<file path="config.mk">
export PLATFORM = sky130hd
export DESIGN_NAME = sd_spi_init_sequencer
export DESIGN_NICKNAME = d
export VERILOG_FILES = /design/src/sv/sdsi_pkg.sv /design/src/sv/sdsi_csr.sv /design/src/sv/sdsi_core.sv /design/src/sv/sd_spi_init_sequencer.sv
export VERILOG_INCLUDE_DIRS = /design/src /design/src/sv
export SDC_FILE = /design/constraint.sdc
export NUM_CORES = 1
export LEC_CHECK = 0
export BUFFER_PORTS_ARGS = -buffer_cell sky130_fd_sc_hd__buf_2
export CAP_MARGIN = 20
export CELL_PAD_IN_SITES_DETAIL_PLACEMENT = 2
export CELL_PAD_IN_SITES_GLOBAL_PLACEMENT = 2
export CORE_MARGIN = 1.5
export CORE_UTILIZATION = 25
export DETAILED_ROUTE_END_ITERATION = 8
export PLACE_DENSITY = 0.6
export SLEW_MARGIN = 20
export SYNTH_ARGS = -nofsm -noshare
export SYNTH_HDL_FRONTEND = slang
export SYNTH_SLANG_ARGS = --single-unit
</file>
<file path="constraint.sdc">
create_clock -name clock -period 3.5 [get_ports clock]
set_input_delay 0.7 -clock clock [delete_from_list [all_inputs] [get_ports clock]]
set_output_delay 0.7 -clock clock [all_outputs]
set_load 0.005 [all_outputs]
</file>
<file path="src/sv/sd_spi_init_sequencer_macros.svh">
// ----------------------------------------------------------------------------
// sd_spi_init_sequencer assertion macros
// shared property forms for the sd spi init sequencer checks
// ----------------------------------------------------------------------------
`ifndef SD_SPI_INIT_SEQUENCER_MACROS_SVH
`define SD_SPI_INIT_SEQUENCER_MACROS_SVH

// same-cycle implication, disabled during reset
`define SDSI_ASSERT_NOW(lbl, clk, rst, ante, cons, msg) \
   lbl: assert property (@(posedge clk) disable iff (rst) (ante) |-> (cons)) \
      else $error(msg);

// next-cycle implication, disabled during reset
`define SDSI_ASSERT_NEXT(lbl, clk, rst, ante, cons, msg) \
   lbl: assert property (@(posedge clk) disable iff (rst) (ante) |=> (cons)) \
      else $error(msg);

`endif

</file>
<file path="src/sv/sdsi_pkg.sv">
// ----------------------------------------------------------------------------
// sdsi_pkg
// types, codes and constants of the sd card spi-mode init sequencer
// ----------------------------------------------------------------------------
`default_nettype none

package sdsi_pkg;

   // request codes
   localparam logic [1:0] REQ_START = 2'd0;
   localparam logic [1:0] REQ_BYTE  = 2'd1;
   localparam logic [1:0] REQ_DELAY = 2'd2;

   // completion status codes
   localparam logic [1:0] STATUS_OK            = 2'd0;
   localparam logic [1:0] STATUS_CMD0_TIMEOUT  = 2'd1;
   localparam logic [1:0] STATUS_CMD1_TIMEOUT  = 2'd2;

   // csr indexes
   localparam logic [1:0] CSR_RETRY_LIMIT      = 2'd0;
   localparam logic [1:0] CSR_INIT_CLOCK_BYTES = 2'd1;
   localparam logic [1:0] CSR_BLOCK_LENGTH     = 2'd2;
   localparam logic [1:0] CSR_ACMD41_ARGUMENT  = 2'd3;

   // csr reset values
   localparam logic [7:0]  RETRY_LIMIT_RST      = 8'd100;
   localparam logic [7:0]  INIT_CLOCK_BYTES_RST = 8'd10;
   localparam logic [31:0] BLOCK_LENGTH_RST     = 32'h0000_0200;
   localparam logic [31:0] ACMD41_ARGUMENT_RST  = 32'h4000_0000;

   // command bytes and spi constants
   localparam logic [7:0] CMD0_BYTE   = 8'h40;
   localparam logic [7:0] CMD8_BYTE   = 8'h48;
   localparam logic [7:0] CMD55_BYTE  = 8'h77;
   localparam logic [7:0] CMD41_BYTE  = 8'h69;
   localparam logic [7:0] CMD1_BYTE   = 8'h41;
   localparam logic [7:0] CMD16_BYTE  = 8'h50;
   localparam logic [7:0] CMD0_CRC    = 8'h95;
   localparam logic [7:0] FILL_BYTE   = 8'hFF;
   localparam logic [7:0] R1_IDLE     = 8'h01;
   localparam logic [7:0] R1_READY    = 8'h00;

   // frame layout: command, four argument bytes, crc, then the read window
   localparam int unsigned RESPONSE_WINDOW = 8;
   localparam logic [7:0]  FRAME_HEAD      = 8'd6;
   localparam logic [7:0]  FRAME_LEN       = 8'(6 + RESPONSE_WINDOW);

   typedef enum logic [11:0] {
      PH_IDLE   = 12'b0000_0000_0001,
      PH_CLOCKS = 12'b0000_0000_0010,
      PH_CMD0   = 12'b0000_0000_0100,
      PH_CMD8   = 12'b0000_0000_1000,
      PH_CMD55  = 12'b0000_0001_0000,
      PH_CMD41  = 12'b0000_0010_0000,
      PH_CMD1   = 12'b0000_0100_0000,
      PH_CMD16  = 12'b0000_1000_0000,
      PH_WAIT0  = 12'b0001_0000_0000,
      PH_WAIT8  = 12'b0010_0000_0000,
      PH_WAIT41 = 12'b0100_0000_0000,
      PH_WAIT1  = 12'b1000_0000_0000
   } sdsi_phase_type;

   typedef struct packed {
      logic [1:0] req_type;
      logic [7:0] rx_byte;
   } sdsi_req_type;

   typedef struct packed {
      logic       tx_valid;
      logic [7:0] tx_byte;
      logic       select_active;
      logic       wait_delay;
      logic       done_res;
      logic [1:0] status;
      logic [7:0] final_response;
   } sdsi_rsp_type;

   typedef struct packed {
      logic [7:0]  retry_limit;
      logic [7:0]  init_clock_bytes;
      logic [31:0] block_length;
      logic [31:0] acmd41_argument;
   } sdsi_cfg_type;

   typedef struct packed {
      sdsi_phase_type phase;
      logic [7:0]     byte_count;
      logic [7:0]     try_count;
      logic [7:0]     found_response;
      logic           response_seen;
   } sdsi_state_type;

   localparam sdsi_state_type STATE_RST = '{
      phase:          PH_IDLE,
      byte_count:     8'd0,
      try_count:      8'd0,
      found_response: FILL_BYTE,
      response_seen:  1'b0
   };

endpackage

`default_nettype wire

</file>
<file path="src/sv/sdsi_csr.sv">
// ----------------------------------------------------------------------------
// sdsi_csr
// configuration registers of the init sequencer, write-only
// ----------------------------------------------------------------------------
`default_nettype none

module sdsi_csr
   import sdsi_pkg::*;
(
   input  wire logic         clock,
   input  wire logic         reset,
   input  wire logic         csr_we,
   input  wire logic [1:0]   csr_index,
   input  wire logic [31:0]  csr_wdata,
   output sdsi_cfg_type      cfg
);

   sdsi_cfg_type cfg_ff;
   sdsi_cfg_type cfg_in;

   always_comb begin
      cfg_in = cfg_ff;
      if (csr_we) begin
         case (csr_index)
            CSR_RETRY_LIMIT:      cfg_in.retry_limit      = csr_wdata[7:0];
            CSR_INIT_CLOCK_BYTES: cfg_in.init_clock_bytes = csr_wdata[7:0];
            CSR_BLOCK_LENGTH:     cfg_in.block_length     = csr_wdata;
            CSR_ACMD41_ARGUMENT:  cfg_in.acmd41_argument  = csr_wdata;
            default:              cfg_in = cfg_ff;
         endcase
      end
   end

   always_ff @(posedge clock) begin
      if (reset) begin
         cfg_ff.retry_limit      <= RETRY_LIMIT_RST;
         cfg_ff.init_clock_bytes <= INIT_CLOCK_BYTES_RST;
         cfg_ff.block_length     <= BLOCK_LENGTH_RST;
         cfg_ff.acmd41_argument  <= ACMD41_ARGUMENT_RST;
      end else begin
         cfg_ff <= cfg_in;
      end
   end

   assign cfg = cfg_ff;

endmodule

`default_nettype wire

</file>
<file path="src/sv/sdsi_core.sv">
// ----------------------------------------------------------------------------
// sdsi_core
// next-state and result logic for one transaction of the init sequencer
// ----------------------------------------------------------------------------
`default_nettype none

module sdsi_core
   import sdsi_pkg::*;
#(
   parameter int unsigned RESPONSE_WINDOW = sdsi_pkg::RESPONSE_WINDOW
)
(
   input  wire sdsi_req_type   req,
   input  wire sdsi_state_type st,
   input  wire sdsi_cfg_type   cfg,
   output sdsi_state_type      st_nxt,
   output sdsi_rsp_type        rsp
);

   // command head plus the read window
   localparam logic [7:0] FRAME_END = 8'(FRAME_HEAD + RESPONSE_WINDOW);

   // byte idx of the frame sent in phase ph
   function automatic logic [7:0] frame_byte(sdsi_phase_type ph, logic [7:0] idx,
                                             sdsi_cfg_type c);
      logic [7:0]  cmd;
      logic [31:0] arg;
      logic [7:0]  crc;
      logic [7:0]  res;
      cmd = FILL_BYTE;
      arg = 32'd0;
      crc = FILL_BYTE;
      case (ph)
         PH_CMD0:  begin
            cmd = CMD0_BYTE;
            crc = CMD0_CRC;
         end
         PH_CMD8:  cmd = CMD8_BYTE;
         PH_CMD55: cmd = CMD55_BYTE;
         PH_CMD41: begin
            cmd = CMD41_BYTE;
            arg = c.acmd41_argument;
         end
         PH_CMD1:  cmd = CMD1_BYTE;
         PH_CMD16: begin
            cmd = CMD16_BYTE;
            arg = c.block_length;
         end
         default:  cmd = FILL_BYTE;
      endcase
      case (idx)
         8'd0:    res = cmd;
         8'd1:    res = arg[31:24];
         8'd2:    res = arg[23:16];
         8'd3:    res = arg[15:8];
         8'd4:    res = arg[7:0];
         8'd5:    res = crc;
         default: res = FILL_BYTE;
      endcase
      return res;
   endfunction

   logic           exhausted;
   logic [7:0]     bc_inc;
   logic [7:0]     resp;
   logic           do_start;
   sdsi_phase_type start_ph;
   logic           clr_try;
   logic           do_finish;
   logic [1:0]     fin_status;
   logic           do_fail;
   sdsi_phase_type fail_ph;

   assign exhausted = st.try_count >= cfg.retry_limit;
   assign bc_inc    = 8'(st.byte_count + 8'd1);

   always_comb begin
      st_nxt     = st;
      rsp        = '0;
      resp       = st.found_response;
      do_start   = 1'b0;
      start_ph   = PH_IDLE;
      clr_try    = 1'b0;
      do_finish  = 1'b0;
      fin_status = STATUS_OK;
      do_fail    = 1'b0;
      fail_ph    = PH_IDLE;

      case (req.req_type)
         REQ_START: begin
            st_nxt            = STATE_RST;
            st_nxt.phase      = PH_CLOCKS;
            rsp.tx_valid      = 1'b1;
            rsp.tx_byte       = FILL_BYTE;
         end
         REQ_DELAY: begin
            case (st.phase)
               PH_WAIT0: begin
                  if (exhausted) begin
                     do_finish  = 1'b1;
                     fin_status = STATUS_CMD0_TIMEOUT;
                  end else begin
                     do_start = 1'b1;
                     start_ph = PH_CMD0;
                  end
               end
               PH_WAIT8: begin
                  do_start = 1'b1;
                  clr_try  = exhausted;
                  start_ph = exhausted ? PH_CMD55 : PH_CMD8;
               end
               PH_WAIT41: begin
                  do_start = 1'b1;
                  clr_try  = exhausted;
                  start_ph = exhausted ? PH_CMD1 : PH_CMD55;
               end
               PH_WAIT1: begin
                  if (exhausted) begin
                     do_finish  = 1'b1;
                     fin_status = STATUS_CMD1_TIMEOUT;
                  end else begin
                     do_start = 1'b1;
                     start_ph = PH_CMD1;
                  end
               end
               default: do_start = 1'b0;
            endcase
         end
         REQ_BYTE: begin
            if (st.phase == PH_CLOCKS) begin
               st_nxt.byte_count = bc_inc;
               if (bc_inc >= cfg.init_clock_bytes) begin
                  clr_try  = 1'b1;
                  do_start = 1'b1;
                  start_ph = PH_CMD0;
               end else begin
                  rsp.tx_valid = 1'b1;
                  rsp.tx_byte  = FILL_BYTE;
               end
            end else if (st.phase inside {PH_CMD0, PH_CMD8, PH_CMD55, PH_CMD41,
                                          PH_CMD1, PH_CMD16}) begin
               // first non-fill byte in the read window is the response
               if (st.byte_count >= FRAME_HEAD && !st.response_seen &&
                   req.rx_byte != FILL_BYTE) begin
                  resp                 = req.rx_byte;
                  st_nxt.found_response = req.rx_byte;
                  st_nxt.response_seen  = 1'b1;
               end
               st_nxt.byte_count = bc_inc;
               if (bc_inc < FRAME_END) begin
                  rsp.tx_valid      = 1'b1;
                  rsp.tx_byte       = frame_byte(st.phase, bc_inc, cfg);
                  rsp.select_active = 1'b1;
               end else begin
                  case (st.phase)
                     PH_CMD0: begin
                        if (resp == R1_IDLE) begin
                           clr_try  = 1'b1;
                           do_start = 1'b1;
                           start_ph = PH_CMD8;
                        end else begin
                           do_fail = 1'b1;
                           fail_ph = PH_WAIT0;
                        end
                     end
                     PH_CMD8: begin
                        if (resp != FILL_BYTE) begin
                           clr_try  = 1'b1;
                           do_start = 1'b1;
                           start_ph = PH_CMD55;
                        end else begin
                           do_fail = 1'b1;
                           fail_ph = PH_WAIT8;
                        end
                     end
                     PH_CMD55: begin
                        do_start = 1'b1;
                        start_ph = PH_CMD41;
                     end
                     PH_CMD41: begin
                        if (resp == R1_READY) begin
                           clr_try  = 1'b1;
                           do_start = 1'b1;
                           start_ph = PH_CMD1;
                        end else begin
                           do_fail = 1'b1;
                           fail_ph = PH_WAIT41;
                        end
                     end
                     PH_CMD1: begin
                        if (resp == R1_READY) begin
                           clr_try  = 1'b1;
                           do_start = 1'b1;
                           start_ph = PH_CMD16;
                        end else begin
                           do_fail = 1'b1;
                           fail_ph = PH_WAIT1;
                        end
                     end
                     default: begin
                        do_finish  = 1'b1;
                        fin_status = STATUS_OK;
                     end
                  endcase
               end
            end
         end
         default: st_nxt = st;
      endcase

      if (clr_try) begin
         st_nxt.try_count = 8'd0;
      end
      if (do_start) begin
         st_nxt.phase          = start_ph;
         st_nxt.byte_count     = 8'd0;
         st_nxt.response_seen  = 1'b0;
         st_nxt.found_response = FILL_BYTE;
         rsp.tx_valid          = 1'b1;
         rsp.tx_byte           = frame_byte(start_ph, 8'd0, cfg);
         rsp.select_active     = 1'b1;
      end
      if (do_finish) begin
         st_nxt.phase       = PH_IDLE;
         rsp.done_res       = 1'b1;
         rsp.status         = fin_status;
         rsp.final_response = resp;
      end
      if (do_fail) begin
         st_nxt.try_count = 8'(st.try_count + 8'd1);
         st_nxt.phase     = fail_ph;
         rsp.wait_delay   = 1'b1;
      end
   end

endmodule

`default_nettype wire

</file>
<file path="src/sv/sd_spi_init_sequencer.sv">
// ----------------------------------------------------------------------------
// sd_spi_init_sequencer
// master-side controller that brings an sd card into spi mode
// ----------------------------------------------------------------------------
// Each request transaction is one event: start, a byte exchanged on the spi
// bus (with the byte shifted in), or the end of a retry delay. Every request
// gives exactly one response transaction telling the spi engine which byte to
// shift next and whether chip select is low, or asking for a retry delay, or
// reporting the end of the sequence with its status and the last command
// response. The block is one register stage in, one stage of decode logic and
// one register stage out: a request is held in the input register until the
// output register can take its response, and a new request is taken every
// cycle as long as the response side keeps up (the output register is the
// only thing that throttles input). In a system the rate is set by the spi
// exchange. The read window after each command frame is RESPONSE_WINDOW
// bytes long. The user must write configuration through the csr port only
// while no transaction is in flight; the block itself does not enforce this.
// ----------------------------------------------------------------------------
`default_nettype none

`include "sd_spi_init_sequencer_macros.svh"

module sd_spi_init_sequencer
   import sdsi_pkg::*;
#(
   parameter int unsigned RESPONSE_WINDOW = sdsi_pkg::RESPONSE_WINDOW
)
(
   input  wire logic         clock,
   input  wire logic         reset,
   // request channel
   input  wire logic         req_valid,
   output logic              req_ready,
   input  wire sdsi_req_type req_data,
   // response channel
   output logic              rsp_valid,
   input  wire logic         rsp_ready,
   output sdsi_rsp_type      rsp_data,
   // configuration writes
   input  wire logic         csr_we,
   input  wire logic [1:0]   csr_index,
   input  wire logic [31:0]  csr_wdata
);

   // input register
   logic           in_valid_ff;
   logic           in_valid_in;
   sdsi_req_type   in_data_ff;

   // sequencer state
   sdsi_state_type state_ff;
   sdsi_state_type state_in;

   // output register
   logic           out_valid_ff;
   logic           out_valid_in;
   sdsi_rsp_type   out_data_ff;

   sdsi_cfg_type   cfg;
   sdsi_rsp_type   step_rsp;
   logic           step_fire;
   logic           req_fire;

   // terms used by the checks
   logic           step_wait;
   logic           step_done;
   logic           step_desel;
   logic           parked;
   logic           seq_idle;
   logic           in_clocks;

   sdsi_csr u_csr (
      .clock     (clock),
      .reset     (reset),
      .csr_we    (csr_we),
      .csr_index (csr_index),
      .csr_wdata (csr_wdata),
      .cfg       (cfg)
   );

   sdsi_core #(
      .RESPONSE_WINDOW (RESPONSE_WINDOW)
   ) u_core (
      .req    (in_data_ff),
      .st     (state_ff),
      .cfg    (cfg),
      .st_nxt (state_in),
      .rsp    (step_rsp)
   );

   // a held request is processed once the output register can take the result
   assign step_fire = in_valid_ff && (!out_valid_ff || rsp_ready);
   assign req_ready = !in_valid_ff || step_fire;
   assign req_fire  = req_valid && req_ready;

   always_comb begin
      in_valid_in = in_valid_ff;
      if (req_fire) begin
         in_valid_in = 1'b1;
      end else if (step_fire) begin
         in_valid_in = 1'b0;
      end
   end

   always_comb begin
      out_valid_in = out_valid_ff;
      if (step_fire) begin
         out_valid_in = 1'b1;
      end else if (rsp_ready) begin
         out_valid_in = 1'b0;
      end
   end

   always_ff @(posedge clock) begin
      if (reset) begin
         in_valid_ff  <= 1'b0;
         out_valid_ff <= 1'b0;
         state_ff     <= STATE_RST;
      end else begin
         in_valid_ff  <= in_valid_in;
         out_valid_ff <= out_valid_in;
         if (step_fire) begin
            state_ff <= state_in;
         end
      end
   end

   // payload registers
   always_ff @(posedge clock) begin
      if (req_fire) begin
         in_data_ff <= req_data;
      end
      if (step_fire) begin
         out_data_ff <= step_rsp;
      end
   end

   assign rsp_valid = out_valid_ff;
   assign rsp_data  = out_data_ff;

   // checks

   assign step_wait  = step_fire && step_rsp.wait_delay;
   assign step_done  = step_fire && step_rsp.done_res;
   assign step_desel = step_fire && step_rsp.tx_valid && !step_rsp.select_active;
   assign parked     = state_ff.phase inside {PH_WAIT0, PH_WAIT8, PH_WAIT41, PH_WAIT1};
   assign seq_idle   = state_ff.phase == PH_IDLE;
   assign in_clocks  = state_ff.phase == PH_CLOCKS;

   // a response loaded means the output register is full next cycle
   `SDSI_ASSERT_NEXT(a_out_loaded, clock, reset, step_fire, out_valid_ff, "response lost")

   // a response asking for a retry delay parks the sequencer in a wait phase
   `SDSI_ASSERT_NEXT(a_wait_phase, clock, reset, step_wait, parked, "delay outside a wait phase")

   // completion returns the sequencer to idle
   `SDSI_ASSERT_NEXT(a_done_idle, clock, reset, step_done, seq_idle, "done without going idle")

   // bytes with select high only come from the clock phase
   `SDSI_ASSERT_NEXT(a_clk_bytes, clock, reset, step_desel, in_clocks, "stray deselected byte")

endmodule

`default_nettype wire
</file>
==> run summary <==
PD cells: 376.5 nW/um2
Seq cells post-synth: 151
Synth top area share: 0.2822
vias in the first global route: 9200
DP HPWL: 26030 um
Mapped Area: 8442 um2
largest net degree at the start of global routing: 78
root buf cell: clkbuf_16
Clk Latency, worst-skew pair: 0.45 ns
clock buffer depth: 2
leading cell types by count after synthesis: nand2_1 (193), dfxtp_1 (119), a21oi_1 (98), nor2_1 (71), clkbuf_1 (61)
library cells used by synthesis: 78
CP endpoint kind: flip-flop
Hold Path Class: primary input to flip-flop
Max Cap Viol: 0
cell family with most CP delay: simple AND/OR/NAND/NOR gates
Met2 Routed Length: 17050 um
share of post-route cells with drive strength above 1: 0.2127
most common cell in the synthesized netlist: nand2_1
number of synthesized flops with an enable pin: 32
Worst Hold Launch: req_data[3]
clock tree from TritonCTS: built
post-synthesis sequential area ratio: 0.3960
Synth warnings: 0
DR WL/cell: 21.69 um
row count: 67
Antenna Cells: 0
final worst path period need: 3.356 ns
Critical Path RT: 3.79 ns
r2r startpoint: state_ff[17]$_SDFFE_PP0P_
Critical path buffers and inverters: 4
Area contributors post-synth: dfxtp_1 (28%), edfxtp_1 (11%), nand2_1 (8.6%)
Total GRT Usage: 0.2036
layout filler cell count: 3889
ys async rst share: 0
RR Endpoint: state_ff[23]$_SDFFE_PP0P_
GRT overflow: 0
design area: 10630 um2
hold worst-path end: in_data_ff[3]$_DFFE_PP_
# DRC: 0
Crit-path slowest cell: a2111oi_4
area grow syn2layout: 25.89%
Area after DPL: 9881 um2
Yosys top cell by area: dfxtp_1
hold_buf cts: 0
met1 WL: 16500 um
final hold vios: 0
Post-synth top flop: dfxtp_1
I/O pin count: 73
worst hold slack: 0.4249 ns
r2r setup slk: 0.14 ns
Syn Area/Cell: 8.063 um2
post-route ant nets: 0
met3 routed WL: 998 um
fin nets: 1241
setup TNS: 0 ns
period utilization: 0.9587
clock buffer count from CTS: 17
Chip Width: 186.8 um
Crit path arrival time: 3.65 ns
critical path type: flip-flop to flip-flop
antenna violations before repair: 1
Leak: 4.045 nW
crit-path max cell delay: 0.44 ns
Clock Sinks: 151
Mapped Nets: 1121
Final Slew Violations: 0
Hold Path Stages: 1
core footprint: 33360 um2
IO buf count: 72
Slew @ Worst Pin: 0.9009 ns
first-pass GRT wire length: 54540 um
Peak VDD IR: 0.3544 mV
startpoint types: flip-flop
chip height: 186.8 um
Starting DRT DRC Count: 394
GP Congestion: 0.8533
crit path max fanout: 6
DR vias: 8534
drt pass-1 iters: 4
Die Area: 34880 um2
synthesized instance count: 1047
FMAX: 0.2980 GHz
reg2reg path depth: 16
final setup fails: 0
H-tree levels: 4
cell mode on critical path: buf_4
Starting Density: 0.2530
clock transition at the registers of the reported paths: 0.07 ns
CP cell instances: buf_6 > nand3_1 > or2_2 > nand2_2 > ha_2 > nor2_1 > or3_4 > o221ai_4 > nor2_4 > a2111oi_4 > buf_4 > nor3_2 > buf_4 > buf_4 > nand3b_1 > a21oi_1
status: completed
Highest Signal Layer: met4
Via density: 5.242
final wirelength: 35310 um
slew margin rel.: 0.3994
Setup Buffers After CTS: 0
Layout Skew: 0.01409 ns
through the flow:
stage                     utilization  std cells  power (mW)  worst slack, ns
after floorplan                     -       1047       2.044          0.02315
after global placement         0.2961       1596       2.197          -0.1070
after detailed placement       0.2961       1596       2.208          -0.1818
after CTS                      0.3139       1628       4.059          0.01511
after global routing           0.3185       1628       4.147         -0.02411
final                          0.3185       1628       4.001           0.1444
worst max-delay path by stage:
stage / depth (start not counted) / startpoint / to
finish: 16 / state_ff[17]$_SDFFE_PP0P_ / state_ff[23]$_SDFFE_PP0P_
CTS: 13 / state_ff[17]$_SDFFE_PP0P_ / rsp_data[19]$_SDFFCE_PP1P_
floorplan: 15 / state_ff[17]$_SDFFE_PP0P_ / state_ff[24]$_SDFFE_PP0P_
global placement: 13 / state_ff[17]$_SDFFE_PP0P_ / rsp_data[19]$_SDFFCE_PP1P_
global route: 16 / state_ff[17]$_SDFFE_PP0P_ / state_ff[20]$_SDFFE_PP0P_
detailed placement: 13 / state_ff[17]$_SDFFE_PP0P_ / rsp_data[19]$_SDFFCE_PP1P_
per-layer routing:
metal,global-route usage,vias up
met4,0.06855,0
met5,0,-
met3,0.03291,50
met2,0.3436,133
li1,-,4068
met1,0.2637,4283
area by class of cell:
cell class	count	area (um2)	area share
Multi-Input combinational cell	792	4882	0.4594
Clock buffer	19	452.9	0.04262
Timing Repair Buffer	171	1139	0.1071
Inverter	34	127.6	0.01201
Sequential cell	151	3356	0.3158
Clock inverter	13	110.1	0.01036
Tap cell	448	560.5	0.05274
flip-flops by register name, summed over array words and instances, names as in the netlist:
signal,count
rsp_valid,1
state_ff,37
rsp_data,22
in_valid_ff,1
in_data_ff,10
u_csr.cfg,80
cell usage in the layout (no fill, tap or decap), types with 7 or more instances in the layout:
master and instances:
nor2_1 67, a21oi_1 98, a22o_1 10, nor4_1 18, buf_4 96, nand3_1 30, nor2b_1 9, ha_1 23
and3_1 21, edfxtp_1 32, a32oi_1 9, buf_2 71, mux2i_1 30, nand2_1 191, nand2b_1 11, dfxtp_1 115
a22oi_1 25, nand4_1 15, o21ai_0 35, inv_1 33, o22ai_1 7, clkbuf_16 17, o211ai_1 15, nor3_1 26
where the power goes:
part | internal, mW | total [mW] | switching (mW) | leakage, nW
Sequential | 1.83 | 1.85 | 0.0286 | 1.28
Clock | 0.966 | 1.83 | 0.867 | 0.280
Combinational | 0.104 | 0.313 | 0.209 | 2.49
Total | 2.90 | 4.00 | 1.10 | 4.04
logic make-up (layout without fill, tap and decap cells):
family	Yosys count	in the layout	share of synthesized area
multiplexers	31	31	0.03691
XOR/XNOR	9	9	0.009337
buffers and inverters	104	237	0.04743
AO/OA/AOI/OAI	282	282	0.2234
adder cells (fa/ha/maj)	25	25	0.03705
flip-flops	151	151	0.3960
AND/OR/NAND/NOR	445	445	0.2499
timing repair:
item / 4_1_cts / 5_1_grt
setup endpoints to repair: 29 / 46
gates resized for setup: 7 / 37
pin swaps: 0 / 4
Note: power is estimated with default switching activity, not from simulation.
